===== config.mk =====
export PLATFORM = sky130hd
export DESIGN_NAME = multi_channel_incremental_pi_speed
export DESIGN_NICKNAME = d
export VERILOG_FILES = /design/src/rtl/mcips_pkg.sv /design/src/rtl/multi_channel_incremental_pi_speed.sv
export SDC_FILE = /design/constraint.sdc
export NUM_CORES = 2
export LEC_CHECK = 0
export BUFFER_PORTS_ARGS = -buffer_cell sky130_fd_sc_hd__buf_2
export CORE_UTILIZATION = 59
export CTS_CLUSTER_DIAMETER = 50
export DETAILED_ROUTE_END_ITERATION = 10
export PLACE_DENSITY = 0.79
export SLEW_MARGIN = 20
export SYNTH_ARGS = -nofsm -noshare
export SYNTH_HDL_FRONTEND = slang
export SYNTH_SLANG_ARGS = --single-unit
export TNS_END_PERCENT = 10

===== constraint.sdc =====
create_clock -name clk -period 6.2 [get_ports clk]
set_input_delay 0.31 -clock clk [delete_from_list [all_inputs] [get_ports clk]]
set_output_delay 0.31 -clock clk [all_outputs]
set_load 0.01 [all_outputs]

===== src/rtl/mcips_pkg.sv =====
`default_nettype none

package mcips_pkg;

    // Number of motor channels that carry controller state.
    localparam int CHANNELS = 4;

    // Field and register widths.
    localparam int CH_W     = 2;
    localparam int COUNT_W  = 16;
    localparam int TARGET_W = 24;
    localparam int SPEED_W  = 32;
    localparam int DRIVE_W  = 16;
    localparam int GAIN_W   = 16;
    localparam int LIMIT_W  = 15;
    localparam int ACC_W    = 24;
    localparam int ERR_W    = 32;

    // Shared multiplier operand widths: unsigned 16-bit gain as signed 17 bits,
    // and a 34-bit signed operand that holds an error difference.
    localparam int MUL_A_W = GAIN_W + 1;
    localparam int MUL_B_W = ERR_W + 2;
    localparam int PROD_W  = MUL_A_W + MUL_B_W;
    localparam int SUM_W   = PROD_W + 1;

    // Stream payload widths.
    localparam int S_TDATA_W = 40;
    localparam int M_TDATA_W = 48;

    // Configuration register indexes.
    localparam int CFG_IDX_W = 2;
    localparam logic [CFG_IDX_W-1:0] REG_KP_GAIN     = 2'd0;
    localparam logic [CFG_IDX_W-1:0] REG_KI_GAIN     = 2'd1;
    localparam logic [CFG_IDX_W-1:0] REG_SPEED_SCALE = 2'd2;
    localparam logic [CFG_IDX_W-1:0] REG_DRIVE_LIMIT = 2'd3;

    // Register reset values.
    localparam logic [GAIN_W-1:0]  KP_RESET    = 16'd1280;
    localparam logic [GAIN_W-1:0]  KI_RESET    = 16'd410;
    localparam logic [GAIN_W-1:0]  SCALE_RESET = 16'd985;
    localparam logic [LIMIT_W-1:0] LIMIT_RESET = 15'd16700;

    // Saturate a 33-bit signed difference to the signed 32-bit range.
    function automatic logic signed [ERR_W-1:0] sat32(input logic signed [ERR_W:0] v);
        logic signed [ERR_W-1:0] r;
        if (v[ERR_W] != v[ERR_W-1])
        begin
            r = v[ERR_W] ? {1'b1, {(ERR_W-1){1'b0}}} : {1'b0, {(ERR_W-1){1'b1}}};
        end
        else
        begin
            r = v[ERR_W-1:0];
        end
        return r;
    endfunction

endpackage

`default_nettype wire


===== src/rtl/multi_channel_incremental_pi_speed.sv =====
// Multi-channel incremental PI speed controller.
// Input stream (s_*): one transaction per measurement. s_tuser carries the
// motor channel, s_tdata the encoder count for one control period and the
// target speed in rpm with 8 fraction bits. Output stream (m_*): one
// transaction per input with the channel, the measured speed (count times
// speed_scale) and the new drive value from the channel's PI accumulator.
// The arithmetic runs through one shared 17x34 multiplier under a small
// sequencer that steps an item through SPD, ERR, DIFF, KP, KI, SUM, CLAMP
// and DONE to the output register; a new item is accepted only in idle. The
// three products (count times scale, kp times the error change, ki times
// the error) take their turn on that multiplier. The output register lets
// the next item be accepted while a result still waits; if the receiver
// stalls longer, the finished item waits in the last step until the output
// register frees. Configuration writes (cfg_wen, cfg_index, cfg_data) take
// effect at once; the user must see that they are made only while the block is idle,
// which the block itself does not enforce. Reset restores the default gains,
// scale and limit and clears every channel's accumulator and previous error.
`default_nettype none

module multi_channel_incremental_pi_speed (
    input  wire logic                             clk,
    input  wire logic                             rst_n,
    // Configuration write port.
    input  wire logic                             cfg_wen,
    input  wire logic [mcips_pkg::CFG_IDX_W-1:0]  cfg_index,
    input  wire logic [mcips_pkg::GAIN_W-1:0]     cfg_data,
    // Input stream.
    input  wire logic                             s_tvalid,
    output logic                                  s_tready,
    input  wire logic [mcips_pkg::S_TDATA_W-1:0]  s_tdata,  // encoder_count[15:0], target_speed[39:16]
    input  wire logic [mcips_pkg::CH_W-1:0]       s_tuser,  // channel[1:0]
    // Output stream.
    output logic                                  m_tvalid,
    input  wire logic                             m_tready,
    output logic [mcips_pkg::M_TDATA_W-1:0]       m_tdata,  // measured_speed[31:0], drive[47:32]
    output logic [mcips_pkg::CH_W-1:0]            m_tuser   // out_channel[1:0]
);
    import mcips_pkg::*;

    // Sequencer codes.
    localparam logic [3:0] S_IDLE  = 4'd0;
    localparam logic [3:0] S_SPD   = 4'd1;
    localparam logic [3:0] S_ERR   = 4'd2;
    localparam logic [3:0] S_DIFF  = 4'd3;
    localparam logic [3:0] S_KP    = 4'd4;
    localparam logic [3:0] S_KI    = 4'd5;
    localparam logic [3:0] S_SUM   = 4'd6;
    localparam logic [3:0] S_CLAMP = 4'd7;
    localparam logic [3:0] S_DONE  = 4'd8;

    logic [3:0] state_reg;
    logic [3:0] state_next;

    // Configuration registers.
    logic [GAIN_W-1:0]  kp_reg;
    logic [GAIN_W-1:0]  ki_reg;
    logic [GAIN_W-1:0]  scale_reg;
    logic [LIMIT_W-1:0] limit_reg;

    // Per-channel state.
    logic signed [ACC_W-1:0] acc_mem [CHANNELS];
    logic signed [ERR_W-1:0] prev_mem [CHANNELS];

    // Item registers.
    logic [CH_W-1:0]            ch_reg;
    logic signed [TARGET_W-1:0] target_reg;
    logic signed [SPEED_W-1:0]  speed_reg;
    logic signed [ERR_W-1:0]    err_reg;
    logic signed [SUM_W-1:0]    sum_reg;
    logic signed [ACC_W-1:0]    acc_new_reg;

    // Shared multiplier.
    logic signed [MUL_A_W-1:0] mul_a_reg;
    logic signed [MUL_B_W-1:0] mul_b_reg;
    logic signed [PROD_W-1:0]  prod_reg;
    logic signed [PROD_W-1:0]  prod_next;

    // Output register.
    logic                       out_valid_reg;
    logic [CH_W-1:0]            out_ch_reg;
    logic [SPEED_W-1:0]         out_speed_reg;
    logic [DRIVE_W-1:0]         out_drive_reg;

    logic                       accept;
    logic                       out_load;
    logic                       ch_ok;
    logic signed [ERR_W:0]      err_wide;
    logic signed [SUM_W-1:0]    lim_pos;
    logic signed [SUM_W-1:0]    lim_neg;
    logic signed [SUM_W-1:0]    clamped;
    logic signed [ACC_W-1:0]    acc_round;
    logic [DRIVE_W-1:0]         drive_val;

    assign accept   = s_tvalid && s_tready;
    assign s_tready = (state_reg == S_IDLE);
    assign out_load = (state_reg == S_DONE) && (!out_valid_reg || m_tready);
    assign ch_ok    = (int'(ch_reg) < CHANNELS);

    assign m_tvalid = out_valid_reg;
    assign m_tuser  = out_ch_reg;
    assign m_tdata  = {out_drive_reg, out_speed_reg};

    // One product per cycle from the operand registers.
    assign prod_next = mul_a_reg * mul_b_reg;

    // Error: target minus measured speed, saturated.
    assign err_wide = {{(ERR_W + 1 - TARGET_W){target_reg[TARGET_W-1]}}, target_reg}
                    - {prod_reg[SPEED_W-1], prod_reg[SPEED_W-1:0]};

    // Symmetric clamp of the new sum to the drive limit.
    assign lim_pos = {{(SUM_W - LIMIT_W - 16){1'b0}}, limit_reg, 16'b0};
    assign lim_neg = -lim_pos;
    always_comb
    begin
        if (sum_reg > lim_pos)
        begin
            clamped = lim_pos;
        end
        else if (sum_reg < lim_neg)
        begin
            clamped = lim_neg;
        end
        else
        begin
            clamped = sum_reg;
        end
    end

    // Accumulator to drive, rounding toward zero.
    assign acc_round = acc_new_reg + (acc_new_reg[ACC_W-1] ? ACC_W'(255) : ACC_W'(0));
    assign drive_val = ch_ok ? DRIVE_W'(acc_round >>> 8) : '0;

    // Sequencer.
    always_comb
    begin
        state_next = state_reg;
        case (state_reg)
            S_IDLE:  if (accept) state_next = S_SPD;
            S_SPD:   state_next = S_ERR;
            S_ERR:   state_next = ch_ok ? S_DIFF : S_DONE;
            S_DIFF:  state_next = S_KP;
            S_KP:    state_next = S_KI;
            S_KI:    state_next = S_SUM;
            S_SUM:   state_next = S_CLAMP;
            S_CLAMP: state_next = S_DONE;
            S_DONE:  if (out_load) state_next = S_IDLE;
            default: state_next = S_IDLE;
        endcase
    end

    always_ff @(posedge clk or negedge rst_n)
    begin
        if (!rst_n)
        begin
            state_reg <= S_IDLE;
        end
        else
        begin
            state_reg <= state_next;
        end
    end

    // Configuration registers.
    always_ff @(posedge clk or negedge rst_n)
    begin
        if (!rst_n)
        begin
            kp_reg    <= KP_RESET;
            ki_reg    <= KI_RESET;
            scale_reg <= SCALE_RESET;
            limit_reg <= LIMIT_RESET;
        end
        else if (cfg_wen)
        begin
            case (cfg_index)
                REG_KP_GAIN:     kp_reg    <= cfg_data;
                REG_KI_GAIN:     ki_reg    <= cfg_data;
                REG_SPEED_SCALE: scale_reg <= cfg_data;
                REG_DRIVE_LIMIT: limit_reg <= cfg_data[LIMIT_W-1:0];
                default:         ;
            endcase
        end
    end

    // Datapath: operand loads for the shared multiplier and the accumulation.
    always_ff @(posedge clk)
    begin
        prod_reg <= prod_next;
        case (state_reg)
            S_IDLE:
            begin
                if (accept)
                begin
                    ch_reg     <= s_tuser;
                    target_reg <= s_tdata[COUNT_W +: TARGET_W];
                    mul_a_reg  <= {1'b0, scale_reg};
                    mul_b_reg  <= {{(MUL_B_W - COUNT_W){s_tdata[COUNT_W-1]}},
                                   s_tdata[COUNT_W-1:0]};
                end
            end
            S_ERR:
            begin
                speed_reg <= prod_reg[SPEED_W-1:0];
                err_reg   <= sat32(err_wide);
            end
            S_DIFF:
            begin
                mul_a_reg <= {1'b0, kp_reg};
                mul_b_reg <= {{2{err_reg[ERR_W-1]}}, err_reg}
                           - {{2{prev_mem[ch_reg][ERR_W-1]}}, prev_mem[ch_reg]};
            end
            S_KP:
            begin
                mul_a_reg <= {1'b0, ki_reg};
                mul_b_reg <= {{2{err_reg[ERR_W-1]}}, err_reg};
            end
            S_KI:
            begin
                sum_reg <= {{(SUM_W - ACC_W - 8){acc_mem[ch_reg][ACC_W-1]}},
                            acc_mem[ch_reg], 8'b0}
                         + {prod_reg[PROD_W-1], prod_reg};
            end
            S_SUM:
            begin
                sum_reg <= sum_reg + {prod_reg[PROD_W-1], prod_reg};
            end
            S_CLAMP:
            begin
                acc_new_reg <= clamped[ACC_W+7:8];
            end
            default: ;
        endcase
    end

    // Per-channel state update.
    always_ff @(posedge clk or negedge rst_n)
    begin
        if (!rst_n)
        begin
            for (int i = 0; i < CHANNELS; i++)
            begin
                acc_mem[i]  <= '0;
                prev_mem[i] <= '0;
            end
        end
        else if (state_reg == S_CLAMP)
        begin
            acc_mem[ch_reg]  <= clamped[ACC_W+7:8];
            prev_mem[ch_reg] <= err_reg;
        end
    end

    // Output register.
    always_ff @(posedge clk or negedge rst_n)
    begin
        if (!rst_n)
        begin
            out_valid_reg <= 1'b0;
        end
        else if (out_load)
        begin
            out_valid_reg <= 1'b1;
        end
        else if (m_tready)
        begin
            out_valid_reg <= 1'b0;
        end
    end

    always_ff @(posedge clk)
    begin
        if (out_load)
        begin
            out_ch_reg    <= ch_reg;
            out_speed_reg <= speed_reg;
            out_drive_reg <= drive_val;
        end
    end

    // The sequencer is busy for the cycle after an accepted transaction.
    a_busy_after_accept: assert property (@(posedge clk) disable iff (!rst_n)
        accept |=> !s_tready)
        else $error("input accepted while sequencer busy");

    // A new result is only presented from the final step.
    a_out_from_done: assert property (@(posedge clk) disable iff (!rst_n)
        $rose(m_tvalid) |-> $past(state_reg) == S_DONE)
        else $error("result presented outside the final step");

    // The accumulator stays within the drive limit after the clamp.
    a_acc_in_limit: assert property (@(posedge clk) disable iff (!rst_n)
        (state_reg == S_DONE && ch_ok) |->
            ($signed({{(SUM_W - ACC_W - 8){acc_new_reg[ACC_W-1]}}, acc_new_reg, 8'b0})
                 <= lim_pos &&
             $signed({{(SUM_W - ACC_W - 8){acc_new_reg[ACC_W-1]}}, acc_new_reg, 8'b0})
                 >= lim_neg))
        else $error("accumulator beyond drive limit");

    // Truncation toward zero never yields the most negative drive code.
    a_drive_range: assert property (@(posedge clk) disable iff (!rst_n)
        m_tvalid |-> out_drive_reg != {1'b1, {(DRIVE_W-1){1'b0}}})
        else $error("drive out of range");

endmodule

`default_nettype wire

==> metrics <==
status finished, violations left; failing checks setup timing; num rows between 100 and 150; Final Instance Count excl. Fillers around 6600; largest net degree at the start of global routing 161; #FFs+latches synth 608; Starting Density 0.598; Post-Synth Adder-Cell Area 0.284; worst r2r path cells 24; sequential-to-total area share from yosys stat 0.319; design area 57900 sq um; largest family of logic cells by synthesized area adder cells; Residual DRC 0; vias per inst just under 6; Final #Nets 6340; Max Transition Viols Final 0; Post-Syn Area about 50000 sq um; clock insertion delay at the later pin of the skew report roughly 0.64 ns; # Max-Cap Violations 0; number of hold violations in the final report 0; crit share post-route 1.06; mux share of post-synthesis cell area 0.0588; TritonCTS Sinks a little over 600; Num CTS Buffers 73; CP required ~6.7 ns; post-layout worst setup margin -0.359 ns; Final Skew roughly 0.031 ns; Max Freq between 150 and 200 MHz; DP Wirelength 107000 um; WHS Path Cells 2; Critical R2R Launch mul_b_reg[11]; Setup CP Type flop to flop; H-tree levels 3; Synth async-reset ratio 0.480; port buffer count between 100 and 150; Die Ht around 300 um; Synth Area in Compound Gates 0.101; Worst setup EP type flop; DR pass1 iterations 6; core area 85500 sq um; r2r endpoint prod_reg[50]; Min-Delay Endpoint limit_reg[9]; dpl cell area around 55000 sq um; initial antenna violation count 10; commonest cells in the netlist nand2_1, inv_1, fa_1, ha_1, dfrtp_1; post-synthesis instance total 5131; Root Driver clkbuf_16; Worst EP arrival between 7 and 8 ns; clk buf depth 3; dpl cells between 6000 and 7000; overall routing resource usage 0.334; Syn. warnings 0; simple-gate share of the synthesized area 0.131; Synth area leaders fa_1, edfxtp_1, dfrtp_1; Tmin final 6.56 ns; layout cell share with drive strength beyond 1 0.148; Largest register FFs 128; Final GP Congestion just under 1; Antenna Nets Post-Route 0; first-pass GRT wire length between 200000 and 250000 um; max_slew headroom 0.252; xor/xnor share of the synthesized area 0.0364; Iteration-0 DRC Markers between 3000 and 4000; # IOs between 100 and 150; unique cell type count in the Yosys netlist 92; count leader, synth nand2_1; worst hold start cfg_data[9]; TritonCTS clock tree done; wirelength, routed 143000 um; Mapped Nets just over 6000; Tightest Hold Check Type input port to flop; Worst-path clk slew ~0.060 ns; WL/cell roughly 21 um; Die Area 87900 sq um; Synth Flop Type dfrtp_1; area leader, netlist fa_1; post-layout util 0.676; RSZ-0062 raised after global routing true; crit path launch type flop; DP Worst Slack -0.428 ns; Setup violations, final 12; total grt overflow 0; worst-path fanout max 8; DR vias 39300; Mapped Avg Cell Area 9.97 sq um; Die W between 200 and 300 um; vias in the first global route ~41000; Slew @ Worst Pin 1.12 ns; Area growth, synth to finish 13.1%; r2r setup slk -0.36 ns; Post-synth EDFFs approximately 270; top cell type's share of synthesized area 0.200
layer usage:
layer  global-route usage  vias to the layer above  wire length, um
met1                0.441                    19500            56900
met2                0.532                     1886            66100
met4                0.160                        4             6690
met5                    0                        -               34
met3               0.0641                      378            12900
li1                     -                    17600                -
how the worst max path moves through the flow:
stage	cells past startpoint	to	from	slack, ns
3_5_place_dp	23	prod_reg[50]	mul_a_reg[7]	-0.43
3_3_place_gp	23	prod_reg[50]	mul_a_reg[7]	-0.27
4_1_cts	25	prod_reg[50]	mul_a_reg[7]	-0.36
5_1_grt	26	prod_reg[50]	mul_a_reg[7]	-0.61
6_report	24	prod_reg[50]	mul_b_reg[11]	-0.36
2_1_floorplan	25	prod_reg[50]	mul_a_reg[7]	-0.02
what timing repair did:
item,4_1_cts,5_1_grt
hold buffers,34,0
resized for setup,9,16
endpoints found under the hold margin,109,0
endpoints found under the setup margin,15,23
buffers inserted,1,5
pin swaps,7,5
cells by family after synthesis:
kind of cell	count (synthesis)
AOI/OAI and AO/OA	830
xor gates and xnor gates	212
muxes	212
DFF	608
and+or+nand+nor	1462
adders and majority gates	855
buffers and inverters	952
placed cells by master, fill, tap and decap left out, types with 41 or more instances in the layout:
cell         n
nand2_1    850
inv_1      751
fa_1       509
ha_1       325
dfrtp_1    272
edfxtp_1   265
buf_4      247
a21oi_1    242
o21ai_0    208
and2_1     197
mux2_2     149
xnor2_1    134
buf_2      115
a21o_1     108
nor2_1     107
xor2_1      77
clkbuf_16   75
mux4_2      56
dfxtp_1     51
nand3_1     44
nand2b_1    41
critical path: stages, from the launching register on:
cell and delay, ns:
edfxtp_1 0.43, buf_4 0.23, nand2_1 0.11, fa_1 0.56, inv_1 0.06, fa_1 0.54, fa_1 0.47, fa_1 0.52
fa_1 0.50, inv_1 0.06, fa_1 0.52, inv_1 0.04, ha_1 0.35, a21o_1 0.22, a31oi_1 0.16, o21ai_0 0.11
buf_4 0.16, a2bb2oi_4 0.16, nor4_4 0.07, or3_4 0.39, a41oi_4 0.18, or2_4 0.18, nand2_4 0.06, a311oi_2 0.24
xnor2_1 0.15
through the flow:
stage               hold slack [ns]  setup TNS (ns)
global placement              0.328           -1.85
finish                       0.0362           -2.80
CTS                          0.0147           -2.88
floorplan                    0.0144         -0.0275
global route                 0.0304           -6.82
detailed placement            0.330           -3.43
final cells by class:
cell class | instances | area [sq um]
well taps | 1144 | 1430
fillers | 6298 | 27700
multi-input cells | 3571 | 31700
inverters | 753 | 2830
diodes | 7 | 17.5
repair buffers | 419 | 3210
flip-flops and latches | 608 | 16300
clock buffers | 97 | 1990
clock inverters | 38 | 384
Power is left out: the tool's default activity adds up to more than one toggle a clock period on the data nets, which glitch-free logic cannot reach.
